## src/design/esr_pkg.sv

```systemverilog
`timescale 1ns / 1ps
`default_nettype none
// ----------------------------------------------------------------------------
// esr_pkg
// Shared types and constants of the ellipse span rasteriser.
// ----------------------------------------------------------------------------
package esr_pkg;

  localparam logic CMD_BEGIN = 1'b0;
  localparam logic CMD_STEP  = 1'b1;

  localparam logic KIND_SPAN   = 1'b0;
  localparam logic KIND_MARKER = 1'b1;

  localparam logic [1:0] REG_VIEW_LEFT   = 2'd0;
  localparam logic [1:0] REG_VIEW_TOP    = 2'd1;
  localparam logic [1:0] REG_VIEW_WIDTH  = 2'd2;
  localparam logic [1:0] REG_VIEW_HEIGHT = 2'd3;

  typedef struct packed {
    logic        cmd;
    logic [15:0] center_x;
    logic [15:0] center_y;
    logic [14:0] radius_x;
    logic [14:0] radius_y;
    logic [31:0] color;
    logic        fill;
  } in_item_t;

  typedef struct packed {
    logic        kind;
    logic [11:0] row;
    logic [11:0] x_start;
    logic [11:0] x_end;
    logic [31:0] span_color;
    logic        done_res;
  } out_item_t;

  typedef struct packed {
    logic [11:0] view_left;
    logic [11:0] view_top;
    logic [12:0] view_width;
    logic [10:0] view_height;
  } view_cfg_t;

endpackage
`default_nettype wire

```

## src/design/esr_if.sv

```systemverilog
`timescale 1ns / 1ps
`default_nettype none
// ----------------------------------------------------------------------------
// esr_in_if / esr_out_if
// Valid and ready channels that carry input and result items.
// ----------------------------------------------------------------------------
interface esr_in_if;
  logic              valid;
  logic              ready;
  esr_pkg::in_item_t data;
  modport source (output valid, output data, input ready);
  modport sink (input valid, input data, output ready);
endinterface

interface esr_out_if;
  logic               valid;
  logic               ready;
  esr_pkg::out_item_t data;
  modport source (output valid, output data, input ready);
  modport sink (input valid, input data, output ready);
endinterface
`default_nettype wire

```

## src/design/esr_ram.sv

```systemverilog
`timescale 1ns / 1ps
`default_nettype none
// ----------------------------------------------------------------------------
// esr_ram
// Generic single-port synchronous RAM with registered read data.
// ----------------------------------------------------------------------------
module esr_ram #(
  parameter int Width = 8,
  parameter int Depth = 16
) (
  input  wire logic                     clk_i,
  input  wire logic                     we_i,
  input  wire logic [$clog2(Depth)-1:0] addr_i,
  input  wire logic [Width-1:0]         wdata_i,
  output logic      [Width-1:0]         rdata_o
);
  logic [Width-1:0] mem_q [Depth];

  always_ff @(posedge clk_i) begin
    if (we_i) begin
      mem_q[addr_i] <= wdata_i;
    end
    rdata_o <= mem_q[addr_i];
  end
endmodule
`default_nettype wire

```

## src/design/esr_cfg.sv

```systemverilog
`timescale 1ns / 1ps
`default_nettype none
// ----------------------------------------------------------------------------
// esr_cfg
// Viewport register file behind the APB-style port.
// ----------------------------------------------------------------------------
module esr_cfg (
  input  wire logic              clk_i,
  input  wire logic              rst_ni,
  input  wire logic              psel,
  input  wire logic              penable,
  input  wire logic              pwrite,
  input  wire logic [3:0]        paddr,
  input  wire logic [31:0]       pwdata,
  output logic      [31:0]       prdata,
  output logic                   pready,
  output esr_pkg::view_cfg_t     cfg_o
);
  import esr_pkg::*;

  view_cfg_t cfg_q;
  logic      wr;

  assign pready = 1'b1;
  assign wr     = psel && penable && pwrite;
  assign cfg_o  = cfg_q;

  always_ff @(posedge clk_i or negedge rst_ni) begin
    if (!rst_ni) begin
      cfg_q.view_left   <= '0;
      cfg_q.view_top    <= '0;
      cfg_q.view_width  <= 13'd640;
      cfg_q.view_height <= 11'd480;
    end else if (wr && paddr[1:0] == 2'b00) begin
      unique case (paddr[3:2])
        REG_VIEW_LEFT:   cfg_q.view_left   <= pwdata[11:0];
        REG_VIEW_TOP:    cfg_q.view_top    <= pwdata[11:0];
        REG_VIEW_WIDTH:  cfg_q.view_width  <= pwdata[12:0];
        REG_VIEW_HEIGHT: cfg_q.view_height <= pwdata[10:0];
        default: ;
      endcase
    end
  end

  always_comb begin
    prdata = '0;
    unique case (paddr[3:2])
      REG_VIEW_LEFT:   prdata = {20'd0, cfg_q.view_left};
      REG_VIEW_TOP:    prdata = {20'd0, cfg_q.view_top};
      REG_VIEW_WIDTH:  prdata = {19'd0, cfg_q.view_width};
      REG_VIEW_HEIGHT: prdata = {21'd0, cfg_q.view_height};
      default:         prdata = '0;
    endcase
  end
endmodule
`default_nettype wire

```

## src/design/ellipse_span_rasterizer_top.sv

```systemverilog
`timescale 1ns / 1ps
`default_nettype none
// ----------------------------------------------------------------------------
// ellipse_span_rasterizer_top
// Midpoint ellipse rasteriser that turns begin and step items into spans.
// ----------------------------------------------------------------------------
// A begin item loads an ellipse and gives the spans of its centre row; each
// step item advances the midpoint error stepping by one step, which moves the
// row pair out by one row, the span ends in by one column, or both. Every item
// ends with a marker item whose done flag tells whether the ellipse is done.
// Spans are clipped to the viewport set through the APB-style port. The
// per-row filled map is a one-bit RAM of MAX_VIEW_ROWS entries with registered
// read data, updated by read-modify-write, one row at a time. A begin item
// clears the map in a pass of one entry per cycle, then gives its centre row,
// then the setup multiplies (skipped for a flat ellipse) and its marker. A step
// passes through ST_ST1, ST_ST2 and ST_ST3, then ST_ROW, ST_READ and ST_EMIT2
// for each row, with ST_EMIT1 and ST_MUL1 between them for a row in view in
// outline mode, and ends in ST_MARK. A step while no ellipse is active gives
// its done marker straight from the idle state. After reset the map is cleared
// by the same pass before the first item is accepted. Results wait in an output
// register; when the receiver stalls, the block holds in each state with a result.
// ----------------------------------------------------------------------------
module ellipse_span_rasterizer_top #(
  parameter int MAX_VIEW_ROWS = 1024
) (
  input  wire logic  clk_i,
  input  wire logic  rst_ni,
  esr_in_if.sink     in_if,
  esr_out_if.source  out_if,
  input  wire logic  psel,
  input  wire logic  penable,
  input  wire logic  pwrite,
  input  wire logic [3:0]  paddr,
  input  wire logic [31:0] pwdata,
  output logic      [31:0] prdata,
  output logic             pready
);
  import esr_pkg::*;

  localparam int AW = $clog2(MAX_VIEW_ROWS);

  localparam logic [3:0] ST_CLEAR  = 4'd0;
  localparam logic [3:0] ST_IDLE   = 4'd1;
  localparam logic [3:0] ST_ROW    = 4'd2;
  localparam logic [3:0] ST_READ   = 4'd3;
  localparam logic [3:0] ST_EMIT1  = 4'd4;
  localparam logic [3:0] ST_EMIT2  = 4'd5;
  localparam logic [3:0] ST_MARK   = 4'd6;
  localparam logic [3:0] ST_ST1    = 4'd7;
  localparam logic [3:0] ST_ST2    = 4'd8;
  localparam logic [3:0] ST_ST3    = 4'd9;
  localparam logic [3:0] ST_MUL1   = 4'd10;
  localparam logic [3:0] ST_MUL2   = 4'd11;

  view_cfg_t cfg;

  esr_cfg u_cfg (
    .clk_i, .rst_ni, .psel, .penable, .pwrite, .paddr, .pwdata,
    .prdata, .pready, .cfg_o(cfg)
  );

  logic [3:0]  st_q, st_d;
  logic [AW:0] clr_q, clr_d;
  logic signed [16:0] lo_q, up_q, sl_q, sr_q;
  logic signed [16:0] lo_d, up_d, sl_d, sr_d;
  logic signed [47:0] et_q, ec_q, er_q, et_d, ec_d, er_d;
  logic [31:0] a2_q, b2_q, a2_d, b2_d;
  logic [14:0] cl_q, cl_d;
  logic [14:0] a_q, b_q, a_d, b_d;
  logic [31:0] col_q, col_d;
  logic        fill_q, fill_d, act_q, act_d;
  logic        rfill_q, rfill_d;
  logic        which_q, which_d;
  logic        done_q, done_d;
  logic [31:0] prod_q, prod_d;
  out_item_t   ob_q, ob_d;
  logic        ov_q, ov_d;

  logic          ram_we, ram_rd;
  logic [AW-1:0] ram_addr;
  logic          ram_wd;

  esr_ram #(.Width(1), .Depth(MAX_VIEW_ROWS)) u_map (
    .clk_i, .we_i(ram_we), .addr_i(ram_addr), .wdata_i(ram_wd), .rdata_o(ram_rd)
  );

  // Row under consideration and its clipping.
  logic signed [17:0] cur_row, vt, vh, vl, vr, x1, x2;
  logic               row_in, fill_ok, p1_ok, p2_ok;
  logic [AW-1:0]      row_idx;
  logic signed [17:0] row_off;

  always_comb begin
    cur_row = which_q ? 18'(up_q) : 18'(lo_q);
    vt = 18'(cfg.view_top);
    vh = (32'(cfg.view_height) < MAX_VIEW_ROWS) ? 18'(cfg.view_height)
                                                : 18'(MAX_VIEW_ROWS);
    vl = 18'(cfg.view_left);
    vr = vl + 18'(cfg.view_width);
    x1 = 18'(sl_q);
    x2 = 18'(sr_q);
    row_in  = (cur_row >= vt) && (cur_row < vt + vh) && (cfg.view_width != 0);
    row_off = cur_row - vt;
    row_idx = row_off[AW-1:0];
    fill_ok = !(x2 < vl || x1 >= vr);
    p1_ok   = x1 >= vl && x1 < vr;
    p2_ok   = x2 >= vl && x2 < vr;
  end

  logic out_free;
  assign out_free = !ov_q || out_if.ready;
  assign out_if.valid = ov_q;
  assign out_if.data  = ob_q;
  assign in_if.ready  = (st_q == ST_IDLE) && out_free;

  logic signed [47:0] et_step;

  always_comb begin
    st_d = st_q; clr_d = clr_q;
    lo_d = lo_q; up_d = up_q; sl_d = sl_q; sr_d = sr_q;
    et_d = et_q; ec_d = ec_q; er_d = er_q; a2_d = a2_q; b2_d = b2_q;
    cl_d = cl_q; a_d = a_q; b_d = b_q; col_d = col_q; fill_d = fill_q;
    act_d = act_q; rfill_d = rfill_q; which_d = which_q; done_d = done_q;
    prod_d = prod_q;
    ob_d = ob_q; ov_d = ov_q;
    ram_we = 1'b0; ram_addr = row_idx; ram_wd = 1'b1;
    et_step = et_q;
    if (ov_q && out_if.ready) ov_d = 1'b0;
    unique case (st_q)
      ST_CLEAR: begin
        ram_we = 1'b1; ram_wd = 1'b0; ram_addr = clr_q[AW-1:0];
        clr_d = clr_q + 1'b1;
        if (clr_q == (AW+1)'(MAX_VIEW_ROWS - 1)) begin
          st_d = rfill_q ? ST_ROW : ST_IDLE;
        end
      end
      ST_IDLE: begin
        if (in_if.valid && in_if.ready) begin
          if (in_if.data.cmd == CMD_BEGIN) begin
            col_d  = in_if.data.color;
            a_d    = in_if.data.radius_x;
            b_d    = in_if.data.radius_y;
            sl_d   = 17'(signed'(in_if.data.center_x)) - 17'(in_if.data.radius_x);
            sr_d   = 17'(signed'(in_if.data.center_x)) + 17'(in_if.data.radius_x);
            lo_d   = 17'(signed'(in_if.data.center_y));
            up_d   = 17'(signed'(in_if.data.center_y));
            fill_d = in_if.data.fill || (in_if.data.radius_y == '0);
            which_d = 1'b0;
            // rfill_q marks a row pass after the clear; here it flags begin.
            rfill_d = 1'b1;
            clr_d  = '0;
            st_d   = ST_CLEAR;
            if (in_if.data.radius_y == '0) begin
              act_d = 1'b0; cl_d = '0; done_d = 1'b1;
            end else begin
              cl_d = in_if.data.radius_x;
              act_d = in_if.data.radius_x != '0;
              done_d = in_if.data.radius_x == '0;
            end
          end else if (!act_q) begin
            ov_d = 1'b1;
            ob_d = '{kind: KIND_MARKER, row: '0, x_start: '0, x_end: '0,
                     span_color: '0, done_res: 1'b1};
          end else begin
            st_d = ST_ST1;
          end
        end
      end
      ST_ST1: begin
        if (et_q > 0) begin
          lo_d = lo_q + 1'b1;
          up_d = up_q - 1'b1;
          er_d = er_q + 48'(a2_q);
        end
        st_d = ST_ST2;
      end
      ST_ST2: begin
        if (et_q > 0) et_d = et_q - er_q;
        st_d = ST_ST3;
      end
      ST_ST3: begin
        if (et_q <= 0) begin
          cl_d = cl_q - 1'b1;
          sl_d = sl_q + 1'b1;
          sr_d = sr_q - 1'b1;
          et_step = ec_q - 48'(b2_q);
          ec_d = et_step;
          et_d = et_q + et_step;
        end
        which_d = 1'b0;
        rfill_d = 1'b0;
        st_d = ST_ROW;
      end
      ST_ROW: begin
        ram_addr = row_idx;
        st_d = ST_READ;
      end
      ST_READ: begin
        ram_addr = row_idx;
        if (!row_in) begin
          st_d = ST_EMIT2;
        end else if (fill_q) begin
          if (fill_ok && !ram_rd) begin
            if (out_free) begin
              ram_we = 1'b1;
              ov_d = 1'b1;
              ob_d = '{kind: KIND_SPAN, row: cur_row[11:0],
                       x_start: (x1 < vl) ? vl[11:0] : x1[11:0],
                       x_end: (x2 > vr - 1) ? 12'(vr - 1) : x2[11:0],
                       span_color: col_q, done_res: 1'b0};
              st_d = ST_EMIT2;
            end
          end else begin
            st_d = ST_EMIT2;
          end
        end else begin
          st_d = ST_EMIT1;
        end
      end
      ST_EMIT1: begin
        if (!p1_ok) begin
          st_d = ST_MUL1;
        end else if (out_free) begin
          ov_d = 1'b1;
          ob_d = '{kind: KIND_SPAN, row: cur_row[11:0], x_start: x1[11:0],
                   x_end: x1[11:0], span_color: col_q, done_res: 1'b0};
          st_d = ST_MUL1;
        end
      end
      ST_MUL1: begin
        if (!p2_ok) begin
          st_d = ST_EMIT2;
        end else if (out_free) begin
          ov_d = 1'b1;
          ob_d = '{kind: KIND_SPAN, row: cur_row[11:0], x_start: x2[11:0],
                   x_end: x2[11:0], span_color: col_q, done_res: 1'b0};
          st_d = ST_EMIT2;
        end
      end
      ST_EMIT2: begin
        // Row finished: a begin or the upper row of a step leads to setup or marker.
        if (rfill_q) begin
          st_d = (b_q == '0) ? ST_MARK : ST_MUL2;
          prod_d = 32'(a_q) * 32'(a_q);
        end else if (!which_q) begin
          which_d = 1'b1;
          st_d = ST_ROW;
        end else begin
          act_d = cl_q != '0;
          done_d = cl_q == '0;
          st_d = ST_MARK;
        end
      end
      ST_MUL2: begin
        // Multiplies are spread over ST_EMIT2 and two passes through this state.
        if (rfill_q) begin
          a2_d = {prod_q[30:0], 1'b0};
          prod_d = 32'(b_q) * 32'(b_q);
          rfill_d = 1'b0;
        end else begin
          b2_d = {prod_q[30:0], 1'b0};
          et_step = 48'(prod_q) * 48'(a_q);
          et_d = et_step;
          ec_d = {et_step[46:0], 1'b0};
          er_d = '0;
          st_d = ST_MARK;
        end
      end
      ST_MARK: begin
        if (out_free) begin
          ov_d = 1'b1;
          ob_d = '{kind: KIND_MARKER, row: '0, x_start: '0, x_end: '0,
                   span_color: '0, done_res: done_q};
          st_d = ST_IDLE;
        end
      end
      default: st_d = ST_IDLE;
    endcase
  end

  always_ff @(posedge clk_i or negedge rst_ni) begin
    if (!rst_ni) begin
      st_q <= ST_CLEAR; clr_q <= '0; ov_q <= 1'b0; act_q <= 1'b0;
      rfill_q <= 1'b0; which_q <= 1'b0; done_q <= 1'b0;
      lo_q <= '0; up_q <= '0; sl_q <= '0; sr_q <= '0;
      et_q <= '0; ec_q <= '0; er_q <= '0; a2_q <= '0; b2_q <= '0;
      cl_q <= '0; col_q <= '0; fill_q <= 1'b0;
    end else begin
      st_q <= st_d; clr_q <= clr_d; ov_q <= ov_d; act_q <= act_d;
      rfill_q <= rfill_d; which_q <= which_d; done_q <= done_d;
      lo_q <= lo_d; up_q <= up_d; sl_q <= sl_d; sr_q <= sr_d;
      et_q <= et_d; ec_q <= ec_d; er_q <= er_d; a2_q <= a2_d; b2_q <= b2_d;
      cl_q <= cl_d; col_q <= col_d; fill_q <= fill_d;
    end
  end

  always_ff @(posedge clk_i) begin
    ob_q <= ob_d; a_q <= a_d; b_q <= b_d; prod_q <= prod_d;
  end
endmodule
`default_nettype wire

```

## src/flat_wrapper.sv

```systemverilog
// flat-port wrapper written by rule: the top's interface ports become plain ports
module ellipse_span_rasterizer_top_flat import esr_pkg::*;
#(
  parameter int MAX_VIEW_ROWS = 1024
)
  (clk_i, rst_ni, psel, penable, pwrite, paddr, pwdata, prdata, pready, in_if_valid, in_if_data, in_if_ready, out_if_valid, out_if_data, out_if_ready);
  esr_in_if in_if_i ();
  esr_out_if out_if_i ();
  input  wire logic clk_i;
  input  wire logic rst_ni;
  input  wire logic psel;
  input  wire logic penable;
  input  wire logic pwrite;
  input  wire logic [3:0] paddr;
  input  wire logic [31:0] pwdata;
  output logic      [31:0] prdata;
  output logic pready;
  input wire logic [$bits(in_if_i.valid)-1:0] in_if_valid;
  input wire logic [$bits(in_if_i.data)-1:0] in_if_data;
  output wire logic [$bits(in_if_i.ready)-1:0] in_if_ready;
  output wire logic [$bits(out_if_i.valid)-1:0] out_if_valid;
  output wire logic [$bits(out_if_i.data)-1:0] out_if_data;
  input wire logic [$bits(out_if_i.ready)-1:0] out_if_ready;
  assign in_if_i.valid = in_if_valid;
  assign in_if_i.data = in_if_data;
  assign in_if_ready = in_if_i.ready;
  assign out_if_valid = out_if_i.valid;
  assign out_if_data = out_if_i.data;
  assign out_if_i.ready = out_if_ready;
  ellipse_span_rasterizer_top #(.MAX_VIEW_ROWS(MAX_VIEW_ROWS)) u_core (.clk_i(clk_i), .rst_ni(rst_ni), .in_if(in_if_i), .out_if(out_if_i), .psel(psel), .penable(penable), .pwrite(pwrite), .paddr(paddr), .pwdata(pwdata), .prdata(prdata), .pready(pready));
endmodule
```

## config.mk

```make
export PLATFORM = sky130hd
export DESIGN_NAME = ellipse_span_rasterizer_top_flat
export DESIGN_NICKNAME = d
export VERILOG_FILES = /design/src/design/esr_pkg.sv /design/src/design/esr_if.sv /design/src/design/esr_ram.sv /design/src/design/esr_cfg.sv /design/src/design/ellipse_span_rasterizer_top.sv /design/src/flat_wrapper.sv
export SDC_FILE = /design/constraint.sdc
export NUM_CORES = 2
export LEC_CHECK = 0
export BUFFER_PORTS_ARGS = -buffer_cell sky130_fd_sc_hd__buf_2
export CORE_MARGIN = 8
export CORE_UTILIZATION = 59
export CTS_CLUSTER_SIZE = 20
export DETAILED_ROUTE_END_ITERATION = 10
export PLACE_DENSITY = 0.76
export RECOVER_POWER = 50
export REMOVE_ABC_BUFFERS = 1
export SYNTH_ARGS = -nofsm -noshare
export SYNTH_HDL_FRONTEND = slang
export SYNTH_SLANG_ARGS = --single-unit
```

## constraint.sdc

```tcl
create_clock -name clk_i -period 12.45 [get_ports clk_i]
set_input_delay 0.6225 -clock clk_i [delete_from_list [all_inputs] [get_ports clk_i]]
set_output_delay 0.6225 -clock clk_i [all_outputs]
set_load 0.01 [all_outputs]
```

==> impl_metrics.json <==
{
  "status": "complete, but fails checks",
  "violations": "capacitance limit, slew limit",
  "slew_headroom": -3.11,
  "slowest_delay_ns": 3.62,
  "wl_um": 287000,
  "syn_area_per_cell_um2": 10.1,
  "path_buf_inv": 4,
  "synth_top_area_cell": "edfxtp_1",
  "antenna_found_initial": 7,
  "worst_path_max_delay_cell": "clkbuf_1",
  "syn_to_final_growth_pct": 7.77,
  "dp_worst_setup_slack_ns": 4.20,
  "finalClockSkew_ns": 0.0474,
  "cp.required_ns": 12.61,
  "final_cell_mix": "nand2_1 (1275), edfxtp_1 (1153), inv_1 (915)",
  "cp-end-kind": "register",
  "portBuffers": 204,
  "setup_violations": 0,
  "synth-compound-area-share": 0.0976,
  "cts_root_buf": "clkbuf_16",
  "routed_via_density": 6.28,
  "ioPinCount": 244,
  "grt_use_total": 0.291,
  "post_cts_resized": 0,
  "cts_sinks": 1538,
  "drv_slew": 1415,
  "core_mm2": 0.180,
  "synthXorXnorAreaFrac": 0.0266,
  "ys.warnings.count": 0,
  "drt_iter0_markers": 8950,
  "dp_hpwl_um": 192000,
  "min-delay-path-class": "primary input to register",
  "start_util": 0.592,
  "rsz0062_at_grt": "no",
  "dr.pass1.iters": 8,
  "antenna_left": 0,
  "layout_setup_ws_ns": 3.19,
  "insertion_delay_ns": 0.83,
  "synthTopCellsByArea": "edfxtp_1 (32%), fa_1 (12%), dfrtp_1 (8.9%), ha_1 (6.5%), nand2_1 (4.5%)",
  "async_flop_share": 0.250,
  "finalNetCount": 11700,
  "path_common_cell": "clkbuf_1",
  "ys.flop_type": "edfxtp_1",
  "grt_max_degree": 319,
  "netlist_area_mm2": 0.107,
  "synth_fa_ha_area_frac": 0.184,
  "vias": 81200,
  "ys_seq_elements": 1538,
  "grt_overflow": 0,
  "wl_per_cell_um": 22.2,
  "synth_mux_area_frac": 0.0470,
  "whs_ns": 0.0477,
  "finalHoldViolCount": 0,
  "n_fill_cell": 14100,
  "path_cells": "nor4_4 -> clkbuf_1 -> inv_8 -> clkbuf_1 -> clkbuf_1",
  "synth_edf_count": 1153,
  "die_height_um": 442,
  "syn_inst": 10600,
  "path_class": "register to register",
  "synth_top_family_by_area": "adder cells",
  "cp_top_family": "buffers and inverters",
  "num_rows": 156,
  "timing.fmax_mhz": 108,
  "period_share": 0.744,
  "synthSimpleGateAreaFrac": 0.172,
  "path_max_fanout": 175,
  "drc": 0,
  "gp_congestion": 0.929,
  "drive_above_1_share": 0.0738,
  "worst_ep_arrival_time_ns": 9.43,
  "cts.clk_slew.worst_paths_ns": 0.06,
  "yosys.area.top_type_share": 0.324,
  "finalCriticalPeriod_ns": 9.26,
  "drv_cap": 21,
  "die-area_mm2": 0.195,
  "yosysUniqueCellTypes": 86,
  "grt_pass1_wl_um": 453000,
  "ys_seq_area_frac": 0.414,
  "worst_pin_slew_ns": 6.17,
  "final_common_cell": "nand2_1",
  "cts_tree": "done",
  "cts_buffers": 164,
  "grt_pass1_vias": 81800,
  "crit_path_start_kind": "register",
  "htree_num_levels": 4,
  "clock_path_buffers": 3,
  "die-width_um": 442
}
## layer usage
layer / GRT usage / share of wire / vias to the layer above
met3: 0.0491 / 0.090 / 732
met5: 0 / 0.000052 / -
li1: - / - / 36300
met1: 0.388 / 0.39 / 40100
met4: 0.115 / 0.041 / 4
met2: 0.478 / 0.48 / 3965
## stage by stage
stage                     setup TNS (ns)  std cells  utilization  cell area (um^2)
after floorplan                 -5600.43       9875            -            104000
after global placement                 0      12600        0.606            109000
after detailed placement               0      12600        0.606            109000
after CTS                              0      12900        0.640            115000
after global routing                   0      12900        0.638            115000
final                                  0      12900        0.639            115000
## layout make-up
cell class,count,area [um^2],share of cell area
diodes,8,20.0,0.000174
clock buffers,206,4380,0.0381
clock inverters,94,1180,0.0102
inverters,917,3450,0.0300
multi-input cells,7420,56700,0.492
flip-flops and latches,1538,44300,0.384
well taps,2370,2970,0.0257
repair buffers,373,2220,0.0193
## worst paths after layout
path / slack, ns / from / end / cells after the start
min: 0.05 / pwdata[12] / u_core.u_cfg.cfg_o[23] / 2
min reg2reg: 0.46 / u_core.col_q[19] / u_core.col_q[19] / 2
max: 3.19 / u_core.st_q[2] / u_core.u_map.mem_q[392] / 5
max in group asynchronous: 3.35 / rst_ni / u_core.sl_q[15] / 4
min in group asynchronous: 2.64 / rst_ni / u_core.et_q[1] / 2
max reg2reg: 3.19 / u_core.st_q[2] / u_core.u_map.mem_q[392] / 5
## worst reg2reg max path, stage by stage (launching register included)
cell      delay, ns
dfrtp_1        0.89
nor4_4         0.09
clkbuf_1       0.52
inv_8          0.80
clkbuf_1       3.66
clkbuf_1       2.58
## logic make-up (layout without fill, tap and decap cells)
logic type / Yosys count / in the layout
simple gates: 3926 / 3926
compound gates: 1667 / 1667
buf+inv: 1625 / 1590
flops: 1538 / 1538
fa+ha+maj: 1193 / 1193
xor+xnor: 324 / 324
mux: 282 / 282
other cells: 2 / 36
## cells in the mapped netlist (all sizes together) (119+ instances only)
cell type and n:
a21o 122, a21oi 463, and2 373, and3 132
buf 119, clkbuf 589, dfrtp 378, edfxtp 1153
fa 635, ha 556, inv 917, mux4 167
nand2 1290, nand3 193, nor2 778, nor3 759
o21ai 462, xnor2 192, xor2 132
## registers in the layout, indices dropped and copies added (netlist names), 32 cells and up
signal and count:
u_core.u_map.mem_q 1024, u_core.et_q 48, u_core.u_cfg.cfg_o 48, u_core.ec_q 47, u_core.col_q 32, u_core.out_if.data 70, u_core.er_q 47
## timing repair
action / CTS / global route
hold buffers: 48 / 0
setup buffers: 0 / 0
hold endpoints to repair: 159 / 0
Power is not shown: default switching activity piles up to over one toggle a cycle in this logic, so the estimate is an artifact.
